--- config.mk ---
export PLATFORM = sky130hd
export DESIGN_NAME = ipv4_rx_header_check
export DESIGN_NICKNAME = d
export VERILOG_FILES = /design/src/ihr_pkg.sv /design/src/ipv4_rx_header_check.sv /design/src/ihr_front.sv /design/src/ihr_queue.sv /design/src/ihr_back.sv
export SDC_FILE = /design/constraint.sdc
export NUM_CORES = 1
export LEC_CHECK = 0
export BUFFER_PORTS_ARGS = -buffer_cell sky130_fd_sc_hd__buf_4
export CAP_MARGIN = 10
export CORE_MARGIN = 2
export CORE_UTILIZATION = 30
export CTS_CLUSTER_DIAMETER = 120
export DETAILED_ROUTE_END_ITERATION = 7
export GPL_TIMING_DRIVEN = 0
export PLACE_DENSITY = 0.46
export SYNTH_ARGS = -nofsm -noshare
export SYNTH_HDL_FRONTEND = slang
export SYNTH_SLANG_ARGS = --single-unit
--- constraint.sdc ---
create_clock -name clk -period 16.4 [get_ports clk]
set_input_delay 3.28 -clock clk [delete_from_list [all_inputs] [get_ports clk]]
set_output_delay 3.28 -clock clk [all_outputs]
set_load 0.01 [all_outputs]
--- src/ihr_pkg.sv ---
// ----------------------------------------------------------------------------
// ihr_pkg
// Shared types and constants for the IPv4 receive header check.
// ----------------------------------------------------------------------------
package ihr_pkg;

  // Defaults for top-level parameters
  localparam int PROTO_SLOTS_DEF = 8;
  localparam int QUEUE_DEPTH_DEF = 4;

  // Header field constants
  localparam logic [3:0]  IPV4_VERSION = 4'd4;
  localparam logic [3:0]  MIN_IHL      = 4'd5;
  localparam logic [15:0] CHECKSUM_OK  = 16'hFFFF;
  localparam int          FLAG_MF_BIT  = 13;
  localparam int          FRAG_OFS_W   = 13;

  // Word positions within the header
  localparam logic [4:0] WORD_VER_IHL   = 5'd0;
  localparam logic [4:0] WORD_FRAG      = 5'd3;
  localparam logic [4:0] WORD_PROTO     = 5'd4;
  localparam logic [4:0] WORD_SRC_HI    = 5'd6;
  localparam logic [4:0] WORD_SRC_LO    = 5'd7;
  localparam logic [4:0] WORD_DST_HI    = 5'd8;
  localparam logic [4:0] WORD_DST_LO    = 5'd9;
  localparam logic [4:0] WORDS_MIN_HDR  = 5'd10;

  // Configuration register indexes
  localparam logic [2:0] CFG_LOCAL_ADDR_0     = 3'd0;
  localparam logic [2:0] CFG_LOCAL_ADDR_1     = 3'd1;
  localparam logic [2:0] CFG_LOCAL_ADDR_EN    = 3'd2;
  localparam logic [2:0] CFG_PROTO_CODES      = 3'd3;
  localparam logic [2:0] CFG_PROTO_SLOT_VALID = 3'd4;

  // Packet verdict codes
  typedef enum logic [2:0] {
    VERDICT_ACCEPT    = 3'd0,
    VERDICT_SHORT     = 3'd1,
    VERDICT_VERSION   = 3'd2,
    VERDICT_HDR_LEN   = 3'd3,
    VERDICT_CHECKSUM  = 3'd4,
    VERDICT_NOT_LOCAL = 3'd5,
    VERDICT_FRAGMENT  = 3'd6,
    VERDICT_UNK_PROTO = 3'd7
  } verdict_t;

  // What the front end decided about a packet
  typedef enum logic [1:0] {
    KIND_SHORT   = 2'd0,
    KIND_VERSION = 2'd1,
    KIND_HDR_LEN = 2'd2,
    KIND_FULL    = 2'd3
  } kind_t;

  // Captured header, handed from front to back through the queue
  typedef struct packed {
    kind_t        kind;
    logic [20:0]  sum;
    logic [3:0]   ihl;
    logic [15:0]  frag;
    logic [7:0]   proto;
    logic [31:0]  src;
    logic [31:0]  dst;
  } hdr_rec_t;

  // Configuration registers seen by the back end
  typedef struct packed {
    logic [31:0] local_addr_0;
    logic [31:0] local_addr_1;
    logic [1:0]  local_addr_en;
    logic [63:0] proto_codes;
    logic [7:0]  proto_slot_valid;
  } cfg_t;

  // Queue status
  typedef struct packed {
    logic full;
    logic empty;
  } q_stat_t;

  // One result word
  typedef struct packed {
    logic [31:0] dest_addr;
    logic [31:0] source_addr;
    logic [5:0]  header_bytes;
    logic [7:0]  protocol;
    logic [2:0]  matched_slot;
    verdict_t    verdict;
  } result_t;

endpackage

--- src/ipv4_rx_header_check.sv ---
// ----------------------------------------------------------------------------
// ipv4_rx_header_check
// IPv4 receive header check: one verdict word per received packet.
// ----------------------------------------------------------------------------
// Packet words are taken at one word per clock with no gaps of its own: each
// header word adds into the header sum and captures its field in the front
// end in the cycle it arrives. A packet's verdict is queued on the word that
// completes the header (or on the last word of a short packet) and moves on
// into the output register, which drives the result channel, when free. The
// input stalls only while the verdict queue (QUEUE_DEPTH entries) is full,
// i.e. when the sink has held off QUEUE_DEPTH + 1 verdicts (the queue plus
// the output register). Configuration writes are always accepted and must
// only be made while no packet is in flight and no verdict is pending.
// ----------------------------------------------------------------------------
module ipv4_rx_header_check #(
  parameter int PROTO_SLOTS = ihr_pkg::PROTO_SLOTS_DEF,
  parameter int QUEUE_DEPTH = ihr_pkg::QUEUE_DEPTH_DEF
) (
  input  logic        clk,
  input  logic        rst_n,
  // Packet words
  input  logic        in_tvalid,
  output logic        in_tready,
  input  logic [15:0] in_tdata,   // [15:0] data_word
  input  logic        in_tuser,   // [0] packet_start
  input  logic        in_tlast,   // packet_end
  // Verdict words
  output logic        out_tvalid,
  input  logic        out_tready,
  output logic [87:0] out_tdata,  // [2:0] verdict, [5:3] matched_slot,
                                  // [13:6] protocol, [19:14] header_bytes,
                                  // [51:20] source_addr, [83:52] dest_addr,
                                  // [87:84] zero
  // Configuration writes
  input  logic        cfg_valid,
  output logic        cfg_ready,
  input  logic [2:0]  cfg_index,
  input  logic [63:0] cfg_data
);
  import ihr_pkg::*;

  cfg_t      cfg_r;
  hdr_rec_t  push_rec;
  hdr_rec_t  head_rec;
  q_stat_t   q_stat;
  result_t   res;
  logic      q_push;
  logic      q_pop;

  assign cfg_ready = 1'b1;
  assign in_tready = !q_stat.full;

  // Write configuration registers; unknown indexes are ignored
  always_ff @(posedge clk) begin
    if (!rst_n) begin
      cfg_r <= '0;
    end else if (cfg_valid) begin
      case (cfg_index)
        CFG_LOCAL_ADDR_0:     cfg_r.local_addr_0     <= cfg_data[31:0];
        CFG_LOCAL_ADDR_1:     cfg_r.local_addr_1     <= cfg_data[31:0];
        CFG_LOCAL_ADDR_EN:    cfg_r.local_addr_en    <= cfg_data[1:0];
        CFG_PROTO_CODES:      cfg_r.proto_codes      <= cfg_data;
        CFG_PROTO_SLOT_VALID: cfg_r.proto_slot_valid <= cfg_data[7:0];
        default: ;
      endcase
    end
  end

  ihr_front u_front (
    .clk      (clk),
    .rst_n    (rst_n),
    .in_valid (in_tvalid),
    .in_ready (in_tready),
    .in_word  (in_tdata),
    .in_start (in_tuser),
    .in_end   (in_tlast),
    .push     (q_push),
    .rec      (push_rec)
  );

  ihr_queue #(
    .DEPTH (QUEUE_DEPTH)
  ) u_queue (
    .clk      (clk),
    .rst_n    (rst_n),
    .push     (q_push),
    .push_rec (push_rec),
    .pop      (q_pop),
    .head_rec (head_rec),
    .stat     (q_stat)
  );

  ihr_back #(
    .PROTO_SLOTS (PROTO_SLOTS)
  ) u_back (
    .clk        (clk),
    .rst_n      (rst_n),
    .cfg        (cfg_r),
    .head_valid (!q_stat.empty),
    .head_rec   (head_rec),
    .pop        (q_pop),
    .out_valid  (out_tvalid),
    .out_ready  (out_tready),
    .out_res    (res)
  );

  // Pack the verdict word
  assign out_tdata = {4'b0000, res.dest_addr, res.source_addr, res.header_bytes,
                      res.protocol, res.matched_slot, res.verdict};

  // Never push into a full queue
  a_no_overflow: assert property (@(posedge clk) disable iff (!rst_n)
    q_push |-> !q_stat.full)
    else $error("verdict queue overflow");

  // Never pop an empty queue
  a_no_underflow: assert property (@(posedge clk) disable iff (!rst_n)
    q_pop |-> !q_stat.empty)
    else $error("verdict queue underflow");

  // A slot is reported only with an accept verdict
  a_slot_on_accept: assert property (@(posedge clk) disable iff (!rst_n)
    (out_tvalid && (res.verdict != VERDICT_ACCEPT)) |-> (res.matched_slot == 3'd0))
    else $error("matched slot set on a rejected packet");

endmodule

--- src/ihr_front.sv ---
// ----------------------------------------------------------------------------
// ihr_front
// Takes packet words, sums the header and captures its fields, and decides
// when a packet needs a verdict and of which kind.
// ----------------------------------------------------------------------------
module ihr_front (
  input  logic             clk,
  input  logic             rst_n,
  input  logic             in_valid,
  input  logic             in_ready,
  input  logic [15:0]      in_word,
  input  logic             in_start,
  input  logic             in_end,
  output logic             push,
  output ihr_pkg::hdr_rec_t rec
);
  import ihr_pkg::*;

  logic [4:0]  word_count_r, word_count_nxt;
  logic [20:0] sum_r, sum_nxt;
  logic [7:0]  ver_ihl_r, ver_ihl_nxt;
  logic [15:0] frag_r, frag_nxt;
  logic [7:0]  proto_r, proto_nxt;
  logic [31:0] src_r, src_nxt;
  logic [31:0] dst_r, dst_nxt;
  logic        sent_r, sent_nxt;

  logic [4:0]  n_b;
  logic [20:0] sum_b;
  logic [7:0]  ver_b;
  logic [15:0] frag_b;
  logic [7:0]  proto_b;
  logic [31:0] src_b;
  logic [31:0] dst_b;
  logic        sent_b;
  logic [4:0]  hwords;
  logic        bad_hdr;
  logic        emit;
  kind_t       kind;
  logic        accept;

  assign accept = in_valid & in_ready;

  // Capture fields and decide on a verdict for this word
  always_comb begin
    n_b     = in_start ? '0 : word_count_r;
    sum_b   = in_start ? '0 : sum_r;
    ver_b   = in_start ? '0 : ver_ihl_r;
    frag_b  = in_start ? '0 : frag_r;
    proto_b = in_start ? '0 : proto_r;
    src_b   = in_start ? '0 : src_r;
    dst_b   = in_start ? '0 : dst_r;
    sent_b  = in_start ? 1'b0 : sent_r;

    ver_ihl_nxt = ver_b;
    frag_nxt    = frag_b;
    proto_nxt   = proto_b;
    src_nxt     = src_b;
    dst_nxt     = dst_b;
    sum_nxt     = sum_b;

    if (!sent_b) begin
      case (n_b)
        WORD_VER_IHL: ver_ihl_nxt = in_word[15:8];
        WORD_FRAG:    frag_nxt    = in_word;
        WORD_PROTO:   proto_nxt   = in_word[7:0];
        WORD_SRC_HI:  src_nxt     = {in_word, src_b[15:0]};
        WORD_SRC_LO:  src_nxt     = {src_b[31:16], in_word};
        WORD_DST_HI:  dst_nxt     = {in_word, dst_b[15:0]};
        WORD_DST_LO:  dst_nxt     = {dst_b[31:16], in_word};
        default: ;
      endcase
    end

    hwords = {ver_ihl_nxt[3:0], 1'b0};
    if (!sent_b && (n_b < hwords)) begin
      sum_nxt = sum_b + 21'(in_word);
    end

    word_count_nxt = (n_b == '1) ? n_b : n_b + 5'd1;

    bad_hdr = (ver_ihl_nxt[7:4] != IPV4_VERSION) || (ver_ihl_nxt[3:0] < MIN_IHL);
    emit    = 1'b0;
    kind    = KIND_SHORT;
    if (!sent_b) begin
      if (bad_hdr) begin
        if (word_count_nxt == WORDS_MIN_HDR) begin
          emit = 1'b1;
          kind = (ver_ihl_nxt[7:4] != IPV4_VERSION) ? KIND_VERSION : KIND_HDR_LEN;
        end
      end else if (word_count_nxt == hwords) begin
        emit = 1'b1;
        kind = KIND_FULL;
      end
      if (!emit && in_end) begin
        emit = 1'b1;
        kind = KIND_SHORT;
      end
    end
    sent_nxt = sent_b | emit;
  end

  assign push      = accept & emit;
  assign rec.kind  = kind;
  assign rec.sum   = sum_nxt;
  assign rec.ihl   = ver_ihl_nxt[3:0];
  assign rec.frag  = frag_nxt;
  assign rec.proto = proto_nxt;
  assign rec.src   = src_nxt;
  assign rec.dst   = dst_nxt;

  // Advance packet state; drop it all on the last word
  always_ff @(posedge clk) begin
    if (!rst_n || (accept && in_end)) begin
      word_count_r <= '0;
      sum_r        <= '0;
      ver_ihl_r    <= '0;
      frag_r       <= '0;
      proto_r      <= '0;
      src_r        <= '0;
      dst_r        <= '0;
      sent_r       <= 1'b0;
    end else if (accept) begin
      word_count_r <= word_count_nxt;
      sum_r        <= sum_nxt;
      ver_ihl_r    <= ver_ihl_nxt;
      frag_r       <= frag_nxt;
      proto_r      <= proto_nxt;
      src_r        <= src_nxt;
      dst_r        <= dst_nxt;
      sent_r       <= sent_nxt;
    end
  end

endmodule

--- src/ihr_queue.sv ---
// ----------------------------------------------------------------------------
// ihr_queue
// Short queue of captured headers between the front and back ends.
// ----------------------------------------------------------------------------
module ihr_queue #(
  parameter int DEPTH = ihr_pkg::QUEUE_DEPTH_DEF
) (
  input  logic              clk,
  input  logic              rst_n,
  input  logic              push,
  input  ihr_pkg::hdr_rec_t push_rec,
  input  logic              pop,
  output ihr_pkg::hdr_rec_t head_rec,
  output ihr_pkg::q_stat_t  stat
);
  import ihr_pkg::*;

  localparam int PTR_W = (DEPTH > 1) ? $clog2(DEPTH) : 1;
  localparam int CNT_W = $clog2(DEPTH + 1);

  hdr_rec_t           mem [DEPTH];
  logic [PTR_W-1:0]   wr_ptr_r, wr_ptr_nxt;
  logic [PTR_W-1:0]   rd_ptr_r, rd_ptr_nxt;
  logic [CNT_W-1:0]   count_r, count_nxt;

  assign stat.full  = (count_r == CNT_W'(DEPTH));
  assign stat.empty = (count_r == '0);
  assign head_rec   = mem[rd_ptr_r];

  // Wrap pointers and track fill level
  always_comb begin
    wr_ptr_nxt = wr_ptr_r;
    rd_ptr_nxt = rd_ptr_r;
    count_nxt  = count_r;
    if (push) begin
      wr_ptr_nxt = (wr_ptr_r == PTR_W'(DEPTH - 1)) ? '0 : wr_ptr_r + 1'b1;
    end
    if (pop) begin
      rd_ptr_nxt = (rd_ptr_r == PTR_W'(DEPTH - 1)) ? '0 : rd_ptr_r + 1'b1;
    end
    if (push && !pop) begin
      count_nxt = count_r + 1'b1;
    end else if (pop && !push) begin
      count_nxt = count_r - 1'b1;
    end
  end

  always_ff @(posedge clk) begin
    if (!rst_n) begin
      wr_ptr_r <= '0;
      rd_ptr_r <= '0;
      count_r  <= '0;
    end else begin
      wr_ptr_r <= wr_ptr_nxt;
      rd_ptr_r <= rd_ptr_nxt;
      count_r  <= count_nxt;
    end
  end

  // Store entries
  always_ff @(posedge clk) begin
    if (push) begin
      mem[wr_ptr_r] <= push_rec;
    end
  end

endmodule

--- src/ihr_back.sv ---
// ----------------------------------------------------------------------------
// ihr_back
// Folds the header checksum, checks destination, fragment and protocol,
// and holds the finished verdict word until the sink takes it.
// ----------------------------------------------------------------------------
module ihr_back #(
  parameter int PROTO_SLOTS = ihr_pkg::PROTO_SLOTS_DEF
) (
  input  logic              clk,
  input  logic              rst_n,
  input  ihr_pkg::cfg_t     cfg,
  input  logic              head_valid,
  input  ihr_pkg::hdr_rec_t head_rec,
  output logic              pop,
  output logic              out_valid,
  input  logic              out_ready,
  output ihr_pkg::result_t  out_res
);
  import ihr_pkg::*;

  logic        out_valid_r;
  result_t     res_r, res_nxt;
  logic [16:0] fold1;
  logic [15:0] fold2;
  logic        chk_ok;
  logic        is_local;
  logic        is_frag;
  logic        slot_hit;
  logic [2:0]  slot;
  verdict_t    verdict;

  // Fold the sum twice and run the checks in priority order
  always_comb begin
    fold1    = {1'b0, head_rec.sum[15:0]} + 17'(head_rec.sum[20:16]);
    fold2    = fold1[15:0] + 16'(fold1[16]);
    chk_ok   = (fold2 == CHECKSUM_OK);
    is_local = (cfg.local_addr_en[0] && (head_rec.dst == cfg.local_addr_0)) ||
               (cfg.local_addr_en[1] && (head_rec.dst == cfg.local_addr_1));
    is_frag  = head_rec.frag[FLAG_MF_BIT] || (head_rec.frag[FRAG_OFS_W-1:0] != '0);

    // Lowest registered slot wins: scan from the top down
    slot_hit = 1'b0;
    slot     = '0;
    for (int i = PROTO_SLOTS - 1; i >= 0; i--) begin
      if (cfg.proto_slot_valid[i] && (cfg.proto_codes[8*i +: 8] == head_rec.proto)) begin
        slot_hit = 1'b1;
        slot     = 3'(i);
      end
    end

    verdict = VERDICT_ACCEPT;
    unique case (head_rec.kind)
      KIND_SHORT:   verdict = VERDICT_SHORT;
      KIND_VERSION: verdict = VERDICT_VERSION;
      KIND_HDR_LEN: verdict = VERDICT_HDR_LEN;
      KIND_FULL: begin
        priority if (!chk_ok)   verdict = VERDICT_CHECKSUM;
        else if (!is_local)     verdict = VERDICT_NOT_LOCAL;
        else if (is_frag)       verdict = VERDICT_FRAGMENT;
        else if (!slot_hit)     verdict = VERDICT_UNK_PROTO;
        else                    verdict = VERDICT_ACCEPT;
      end
    endcase

    res_nxt.verdict      = verdict;
    res_nxt.matched_slot = (verdict == VERDICT_ACCEPT) ? slot : 3'd0;
    res_nxt.protocol     = head_rec.proto;
    res_nxt.header_bytes = {head_rec.ihl, 2'b00};
    res_nxt.source_addr  = head_rec.src;
    res_nxt.dest_addr    = head_rec.dst;
  end

  assign pop       = head_valid && (!out_valid_r || out_ready);
  assign out_valid = out_valid_r;
  assign out_res   = res_r;

  // Hold the verdict word until taken
  always_ff @(posedge clk) begin
    if (!rst_n) begin
      out_valid_r <= 1'b0;
    end else if (pop) begin
      out_valid_r <= 1'b1;
    end else if (out_ready) begin
      out_valid_r <= 1'b0;
    end
  end

  always_ff @(posedge clk) begin
    if (pop) begin
      res_r <= res_nxt;
    end
  end

endmodule

**Yosys cells after proc, flatten, opt, wreduce, memory -nomap -nowiden**

Memory sizes are Yosys's and may differ from the RTL's. A register that Yosys moved wholly into a read port is not among the register bits.
Cells that the tools add are included.

- Add/sub/neg operators: 8
- Magnitude comparators: 2
- Equal/unequal tests: 31
- Muxes and demuxes: 62
- Bitwise gates (word level): 4
- Reduce and logical (&&, ||, !) cells: 45

Operators with widths:

| kind | count |
|---|---|
| $mux 32 | 4 |
| $pmux 32 s2 | 2 |
| $eq 32x32->1 | 2 |
| $eq 8x8->1 | 8 |
| $mux 16 | 3 |
| $mux 8 | 6 |
| $mux 21 | 2 |
| $mux 3 | 10 |
| $mux 2 | 12 |
| $add 21x16->21 | 1 |
| $mux 1 | 20 |
| $add 16x5->17 | 1 |
| $add 16x1->16 | 1 |
| $eq 16x16->1 const B | 1 |
| $logic_and 1x1->1 | 16 |
| $eq 5x3->1 const B | 3 |
| $eq 5x4->1 const B | 3 |
| $reduce_bool 13->1 | 1 |
| $pmux 3 s4 | 1 |
| $mux 5 | 2 |
| $reduce_and 2->1 | 5 |
| $logic_not 3->1 | 3 |
| $eq 2x2->1 const B | 4 |
| $logic_not 1->1 | 8 |
| 24 further kinds | 33 |

- Bits in registers: 351
- RAM bits: 460
- Input bits: 90
- Memories: 1

Memory list:

| name | words | width | read ports | clocked after Yosys merged registers in | write ports | RTL line | source |
|---|---|---|---|---|---|---|---|
| u_queue.mem | 4 | 115 | 1 | 1 | 1 | ihr_queue.sv:21 | `hdr_rec_t mem [DEPTH];` |

**Longest topological paths before layout**

Gate-level depths: netlist of run 1.

- Word-level depth: 18
- Mapped depth: 24
- Mapped depth without buffers: 18

**Cells and area by module**

Synthesis of run 1 repeated with hierarchy kept, for this count alone.

- Cell total of the unflattened synthesis: 2,679
- Area, all modules: 34,932.3 sq um

By module, submodules not included:

| module | times used | cells each | area an instance (sq um) |
|---|---|---|---|
| ihr_queue | 1 | 645 | 17,027.6 |
| ihr_front | 1 | 1,059 | 7,548.5 |
| ipv4_rx_header_check | 1 | 529 | 5,236.3 |
| ihr_back | 1 | 446 | 5,119.9 |

**Worst setup path after synthesis of run 1**

OpenSTA, ideal clock, no wires.

- Path type: in2reg
- From: in in_tuser
- To: mem u_queue.mem[0][0] in the netlist's numbering, enable pin
- Setup time: 0.485 ns
- Arrival: 8.681 ns
- Data required time: 15.915 ns
- Slack: 7.234 ns
- Stages on the path: 14
- Buffers on the path: 3
- Cell sequence: clkbuf_1 -> clkbuf_1 -> nor2b_1 -> inv_1 -> ha_1 -> clkbuf_1 -> o21ai_2 -> a21oi_2 -> inv_2 -> a22o_1 -> a2111oi_4 -> a31oi_2 -> a211oi_4 -> and2_1

RTL lines:

| what | RTL line | source |
|---|---|---|
| from (decl) | ipv4_rx_header_check.sv:25 | `input logic in_tuser,` |
| to (decl) | ihr_queue.sv:21 |  |

==> impl_metrics.py, run 1 <==
metrics = {
    "power": {
        "peakVddDrop_v": 0.0000783,
        "powerDensity_mw_per_mm2": 156,
        "p_leak_nw": 13.7,
    },
    "placement": {
        "numPortBuffers": 173,
        "dp_hpwl_um": 75200,
        "place_congestion": 0.854,
        "post-place-ws_ps": 7300,
    },
    "global_routing": {
        "globalRouteTotalUtil_pct": 17.7,
        "grt_pass1_wl_um": 151000,
        "antenna_found_initial": 1,
        "grt_pass1_vias": 22700,
        "grt.overflow.total": 0,
        "grt_max_degree": 50,
    },
    "timing": {
        "slew_headroom_pct": 19.0,
        "setup_violations": 0,
        "rsz0062_at_grt": "no",
        "finalMaxSlewViolations": 0,
        "hold_ws_ps": 449,
        "tightestPinTransition_ps": 1200,
        "finClkSkew_ps": 32.4,
        "hold_viol": 0,
        "period_share_pct": 50.8,
        "fin_tns_setup_ps": 0,
        "setup_ws_ps": 8060,
        "max_freq_mhz": 120,
        "period_minus_slack_ps": 8340,
    },
    "logic_synthesis": {
        "syn_inst": 2717,
        "async_reset_ff_share_pct": 0,
        "synth_top_cell_area_share_pct": 47.3,
        "avgSynthCellArea_um2": 12.5,
        "yosys-top-cells-count": "nand2_1, edfxtp_1, dfxtp_1",
        "ys_types": 88,
        "synth_area_leaders": "edfxtp_1, dfxtp_1, nand2_1, mux4_2, xnor2_1",
        "netlist_area_mm2": 0.0339,
        "yosysMostFrequentCell": "nand2_1",
        "synth_edf_count": 534,
        "yosys_warnings": 0,
        "yosysTopAreaCell": "edfxtp_1",
        "synth_ff_type": "edfxtp_1",
        "synth.ff_latch_count": 803,
        "ys_seq_area_share_pct": 63.2,
    },
    "clock_network": {
        "post-cts-setup-buffers": 0,
        "cts_tree": "yes",
        "clockRootBuffer": "clkbuf_16",
        "cts_hold_repair.buffers": 0,
        "numCtsBuffers": 92,
        "clk_path_buf_depth": 3,
        "clk_latency_ps": 680,
        "cts_resized": 0,
        "clk_pin_slew_ps": 60,
        "cts_sinks": 803,
        "htreeDepth": 3,
    },
    "setup_path": {
        "path_max_fanout": 47,
        "path_class": "in -> reg",
        "end_kind": "flop",
        "required_ps": 16740,
        "start_kind": "input pin",
        "cp.arrival_ps": 8670,
    },
    "min_path": {
        "hp-class": "reg -> reg",
    },
    "detailed_routing": {
        "firstDrtPassIters": 6,
        "post-route-drc-count": 0,
        "antenna_left": 0,
        "drt_iter0_markers": 1486,
        "postRouteWirelength_um": 104000,
        "viasPerCell": 4.93,
        "via_count": 22600,
        "wl_per_cell_um": 22.8,
    },
    "floorplan": {
        "coreArea_mm2": 0.112,
        "io_pins": 181,
        "die_h_um": 340,
        "start_util_pct": 30.2,
        "die_x_um": 340,
        "row_count": 123,
        "dieArea_mm2": 0.116,
    },
    "final_layout": {
        "fin_nets": 3130,
        "fillers": 11000,
        "drive_above_1_share_pct": 16.5,
        "area_growth_pct": 19.5,
    },
    "run_status": {
        "status": "complete, no violations",
    },
    "flow_run": {
        "cap_violations": 0,
    },
}
-- cells in the final DEF, fill, tap and decap left out, types with 11 or more instances in the layout --
| cell | n |
|---|---|
| a211oi_1 | 12 |
| a21boi_0 | 132 |
| a21oi_1 | 109 |
| a31o_2 | 22 |
| and3_1 | 11 |
| buf_1 | 11 |
| buf_2 | 22 |
| buf_4 | 185 |
| clkbuf_1 | 124 |
| clkbuf_16 | 96 |
| clkinv_1 | 11 |
| clkinv_2 | 20 |
| dfxtp_1 | 269 |
| edfxtp_1 | 534 |
| ha_1 | 36 |
| inv_1 | 48 |
| mux2i_1 | 47 |
| mux4_2 | 91 |
| nand2_1 | 561 |
| nand2b_1 | 27 |
| nand3_1 | 29 |
| nand4_1 | 23 |
| nor2_1 | 111 |
| nor2b_1 | 39 |
| nor3_1 | 34 |
| nor4_1 | 21 |
| o211a_1 | 16 |
| o21ai_0 | 84 |
| o21ai_1 | 15 |
| xnor2_1 | 118 |
| xor2_1 | 27 |
-- flip-flops by register name (all words and copies together) (netlist names), named ones only --
register,cells
cfg_r,138
u_queue.mem,452
u_front.sent_r,1
u_back.out_res,82
u_front.dst_r,32
u_front.sum_r,21
u_front.frag_r,14
u_front.src_r,32
u_front.ver_ihl_r,8
u_queue.count_r,3
u_front.word_count_r,5
u_queue.wr_ptr_r,2
u_queue.rd_ptr_r,2
u_back.out_valid,1
u_front.proto_r,8
-- final timing paths --
check	startpoint	end	slack [ps]	cells past startpoint
setup / recovery	in_tuser	u_queue.mem[0][30]	8060	17
hold / removal	u_front.sum_r[0]	u_front.sum_r[0]	450	2
hold reg to reg	u_front.sum_r[0]	u_front.sum_r[0]	450	2
setup reg to reg	flop	u_back.out_res[5]	8670	24
-- cell type report --
class                   count  area [µm²]  share of cell area, %
repair buffers            185        1590                   3.91
flip-flops and latches    803       21400                   52.9
plain buffers             154         708                   1.75
clock inverters            50         558                   1.38
multi-input cells        1713       11600                   28.7
inverters                  52         195                  0.482
diodes                      2        5.00                 0.0123
clock buffers             122        2550                   6.29
well taps                1500        1880                   4.63
-- routing by layer --
metal | GRT usage, % | vias up | share of wire, %
met1 | 23.5 | 11400 | 44
li1 | - | 10400 | -
met2 | 29.9 | 634 | 48
met5 | 0 | - | 0
met4 | 4.88 | 0 | 2.5
met3 | 2.88 | 143 | 5.0
-- critical path, cell delays in order --
cell,delay (ps)
buf_4,90
clkbuf_1,350
clkbuf_1,480
nor2b_1,230
inv_1,120
ha_1,140
clkbuf_1,330
o21ai_2,220
a21oi_2,290
inv_2,180
a22o_1,290
a2111oi_4,370
a31oi_2,230
a211oi_4,720
and2_4,620
buf_16,330
buf_16,260
-- kinds of logic (layout without fill, tap and decap cells) --
group           Yosys count  in the layout  synth area share (%)
fa+ha+maj                39             39                  1.51
buf+inv                 206            563                  2.66
compound gates          482            482                  9.62
other cells               2              9                0.0221
mux                     146            146                  7.73
flops                   803            803                  63.2
xor+xnor                146            146                  3.81
simple gates            893            893                  11.5
-- report_power, final --
group,leakage (nW),total [mW],internal (mW),switching (mW)
registers,7.15,2.50,2.43,0.0714
logic,4.99,1.73,0.696,1.04
clock network,1.51,2.10,1.24,0.856
-- per-stage QoR --
step	area (µm²)	std cells	util [%]	total power, mW
floorplan	33900	2722	-	3.59
global placement	37100	4395	33.0	4.30
detailed placement	37400	4406	33.3	4.31
CTS	40500	4578	36.1	6.43
global route	40500	4579	36.1	6.62
finish	40500	4581	36.1	6.33
Note: power is estimated with default switching activity, not from simulation.
==> run 2, diff against run 1 <==
--- a/config.mk
+++ b/config.mk
@@ -5,6 +5,7 @@
 export SDC_FILE = /design/constraint.sdc
 export NUM_CORES = 1
 export LEC_CHECK = 0
+export ABC_AREA = 1
 export BUFFER_PORTS_ARGS = -buffer_cell sky130_fd_sc_hd__buf_4
 export CAP_MARGIN = 10
 export CORE_MARGIN = 2
==> constraint.sdc (replaced) <==
create_clock -name clk -period 8.5 [get_ports clk]
set_input_delay 1.7 -clock clk [delete_from_list [all_inputs] [get_ports clk]]
set_output_delay 1.7 -clock clk [all_outputs]
set_load 0.01 [all_outputs]
==> run 2 against run 1 <==
Effect of this change:
- clock skew rose by 7.8 ps
- area after synthesis rose by 2.5%
- cell area rose by 2.8%
- final cell count rose by 21%
- flip-flop and latch count is the same
- setup slack got worse by 6800 ps
- non-clock buffer count up 36
- combinational power grew to 2.5 times the previous value
- clock power rose by 95%
- worst hold slack improved by 9.5 ps
- synthesized cell count rose by 34%
- critical endpoint is now u_back.out_res[4]
==> impl_metrics.py, run 2 <==
metrics = {
    "run_status": {
        "status": "complete, no violations",
    },
    "clock_network": {
        "post-cts-setup-buffers": 0,
        "cts_sinks": 803,
        "clk_pin_slew_ps": 60,
        "clk_path_buf_depth": 3,
        "cts_hold_repair.buffers": 0,
        "clockRootBuffer": "clkbuf_16",
        "numCtsBuffers": 93,
        "htreeDepth": 3,
        "cts_resized": 0,
        "cts_tree": "yes",
        "clk_latency_ps": 700,
    },
    "timing": {
        "finClkSkew_ps": 40.2,
        "tightestPinTransition_ps": 1170,
        "max_freq_mhz": 138,
        "rsz0062_at_grt": "no",
        "setup_violations": 0,
        "hold_ws_ps": 459,
        "finalMaxSlewViolations": 0,
        "setup_ws_ps": 1230,
        "slew_headroom_pct": 21.6,
        "fin_tns_setup_ps": 0,
        "hold_viol": 0,
        "period_minus_slack_ps": 7270,
        "period_share_pct": 85.5,
    },
    "setup_path": {
        "reg2reg_slack_ps": 1230,
        "slowest_delay_ps": 800,
        "cp_common_cell": "nand2_1",
        "path_class": "reg -> reg",
        "r2r_cells": 40,
        "cp_slowest_cell": "clkbuf_1",
        "end_kind": "flop",
        "cp.arrival_ps": 7790,
        "required_ps": 9020,
        "path_max_fanout": 10,
        "reg2reg_to": "u_back.out_res[4]",
        "start_kind": "flop",
    },
    "floorplan": {
        "die_h_um": 344,
        "coreArea_mm2": 0.115,
        "io_pins": 181,
        "start_util_pct": 30.3,
        "dieArea_mm2": 0.119,
        "row_count": 124,
        "die_x_um": 344,
    },
    "logic_synthesis": {
        "yosys-top-cells-count": "nand2_1, edfxtp_1, inv_1",
        "synth_area_leaders": "edfxtp_1, dfxtp_1, nand2_1, o21ai_0, inv_1",
        "ys_seq_area_share_pct": 61.6,
        "netlist_area_mm2": 0.0348,
        "async_reset_ff_share_pct": 0,
        "yosysMostFrequentCell": "nand2_1",
        "yosys_warnings": 0,
        "synth_edf_count": 534,
        "synth_top_cell_area_share_pct": 46.1,
        "synth.ff_latch_count": 803,
        "synth_ff_type": "edfxtp_1",
        "yosysTopAreaCell": "edfxtp_1",
        "avgSynthCellArea_um2": 9.57,
        "ys_types": 54,
        "syn_inst": 3633,
    },
    "power": {
        "power_mw": 13.5,
        "powerDensity_mw_per_mm2": 323,
        "p_leak_nw": 16.7,
        "peakVddDrop_v": 0.000182,
    },
    "final_layout": {
        "drive_above_1_share_pct": 11.1,
        "multiInputGateArea_mm2": 0.0108,
        "mostFrequentLayoutCells": "nand2_1, edfxtp_1, inv_1",
        "final_area_mm2": 0.0417,
        "largest_register": "u_queue.mem",
        "fin_cells": 5523,
        "fillers": 11700,
        "fin_nets": 4059,
        "fin_util_pct": 36.3,
        "final_common_cell": "nand2_1",
        "area_growth_pct": 19.8,
        "largest_reg_flops": 452,
        "ff_latch_area_mm2": 0.0214,
    },
    "global_routing": {
        "grt_pass1_vias": 25100,
        "grt.overflow.total": 0,
        "antenna_found_initial": 16,
        "globalRouteTotalUtil_pct": 19.0,
        "grt_max_degree": 27,
        "grt_pass1_wl_um": 166000,
    },
    "placement": {
        "dp_hpwl_um": 82000,
        "post-place-ws_ps": 1180,
        "place_area_mm2": 0.0385,
        "dp_cells": 5346,
        "numPortBuffers": 172,
        "place_congestion": 0.879,
    },
    "detailed_routing": {
        "post-route-drc-count": 0,
        "via_count": 26500,
        "firstDrtPassIters": 6,
        "antenna_left": 0,
        "postRouteWirelength_um": 114000,
        "drt_iter0_markers": 2424,
        "wl_per_cell_um": 20.6,
        "viasPerCell": 4.80,
    },
    "min_path": {
        "holdPathStages": 2,
        "holdCritStartpoint": "cfg_r[62]",
        "hp-class": "reg -> reg",
        "min_to": "cfg_r[62]",
    },
    "flow_run": {
        "cap_violations": 0,
    },
}
run 2: cell types whose count changed after synthesis, moves of 46 or more:
cell | previous run | this run
a21boi_0 | 132 | 2
o22ai_1 | 7 | 113
inv_1 | 48 | 439
xnor2_1 | 118 | 11
mux4_2 | 91 | 0
mux2i_1 | 47 | 1
nor2_1 | 111 | 402
o21ai_0 | 84 | 384
nand3_1 | 29 | 206
a21oi_1 | 110 | 215
run 2: kinds of logic (layout without fill, tap and decap cells):
group,after synthesis,after routing,share of synthesized area (%)
muxes,1,1,0.0288
DFF,803,803,61.6
AOI/OAI and AO/OA,791,791,12.3
adders and majority gates,39,39,1.47
buffers and inverters,628,999,7.37
other,2,9,0.0216
xor gates and xnor gates,57,57,1.44
and+or+nand+nor,1312,1312,15.8
run 2: power breakdown:
| group | switching (mW) | total [mW] | internal (mW) |
|---|---|---|---|
| Combinational | 3.07 | 4.40 | 1.32 |
| Sequential | 0.140 | 4.97 | 4.83 |
| Clock | 1.71 | 4.10 | 2.38 |
| Total | 4.93 | 13.5 | 8.54 |
run 2: how the worst max path moves through the flow:
stage	from	end	slack, ps	cells after the start
6_report	flop	u_back.out_res[4]	1230	40
3_3_place_gp	in_tuser	u_queue.mem[0][52]	-5810	20
5_1_grt	flop	u_back.out_res[5]	440	40
2_1_floorplan	in_tuser	u_queue.mem[0][0]	-470	20
4_1_cts	flop	u_back.out_res[4]	1150	40
3_5_place_dp	flop	u_back.out_res[4]	1180	40
run 2: layout make-up:
class                           instances  share of cell area (%)
Antenna cell                            2                  0.0120
Buffer                                178                    2.08
Clock buffer                          134                    6.30
Clock inverter                         40                    1.20
Inverter                              450                    4.07
Multi-Input combinational cell       2207                    26.0
Sequential cell                       803                    51.4
Tap cell                             1512                    4.54
Timing Repair Buffer                  197                    4.34
run 2: metal layers:
layer  track usage (%)  vias up  wire, µm
li1                  -    12900         -
met1              26.4    12700     52900
met2              29.7      732     50400
met3              3.47      217      6700
met4              6.67       20      3870
met5                 0        -       145
run 2: critical path: cells and delay by family, from the launching register on:
kind	cells	cell delay, ps
AND/OR/NAND/NOR	25	2760
buffers and inverters	10	2630
adder cells (fa/ha/maj)	4	1020
flip-flops	1	380
AO/OA/AOI/OAI	1	280
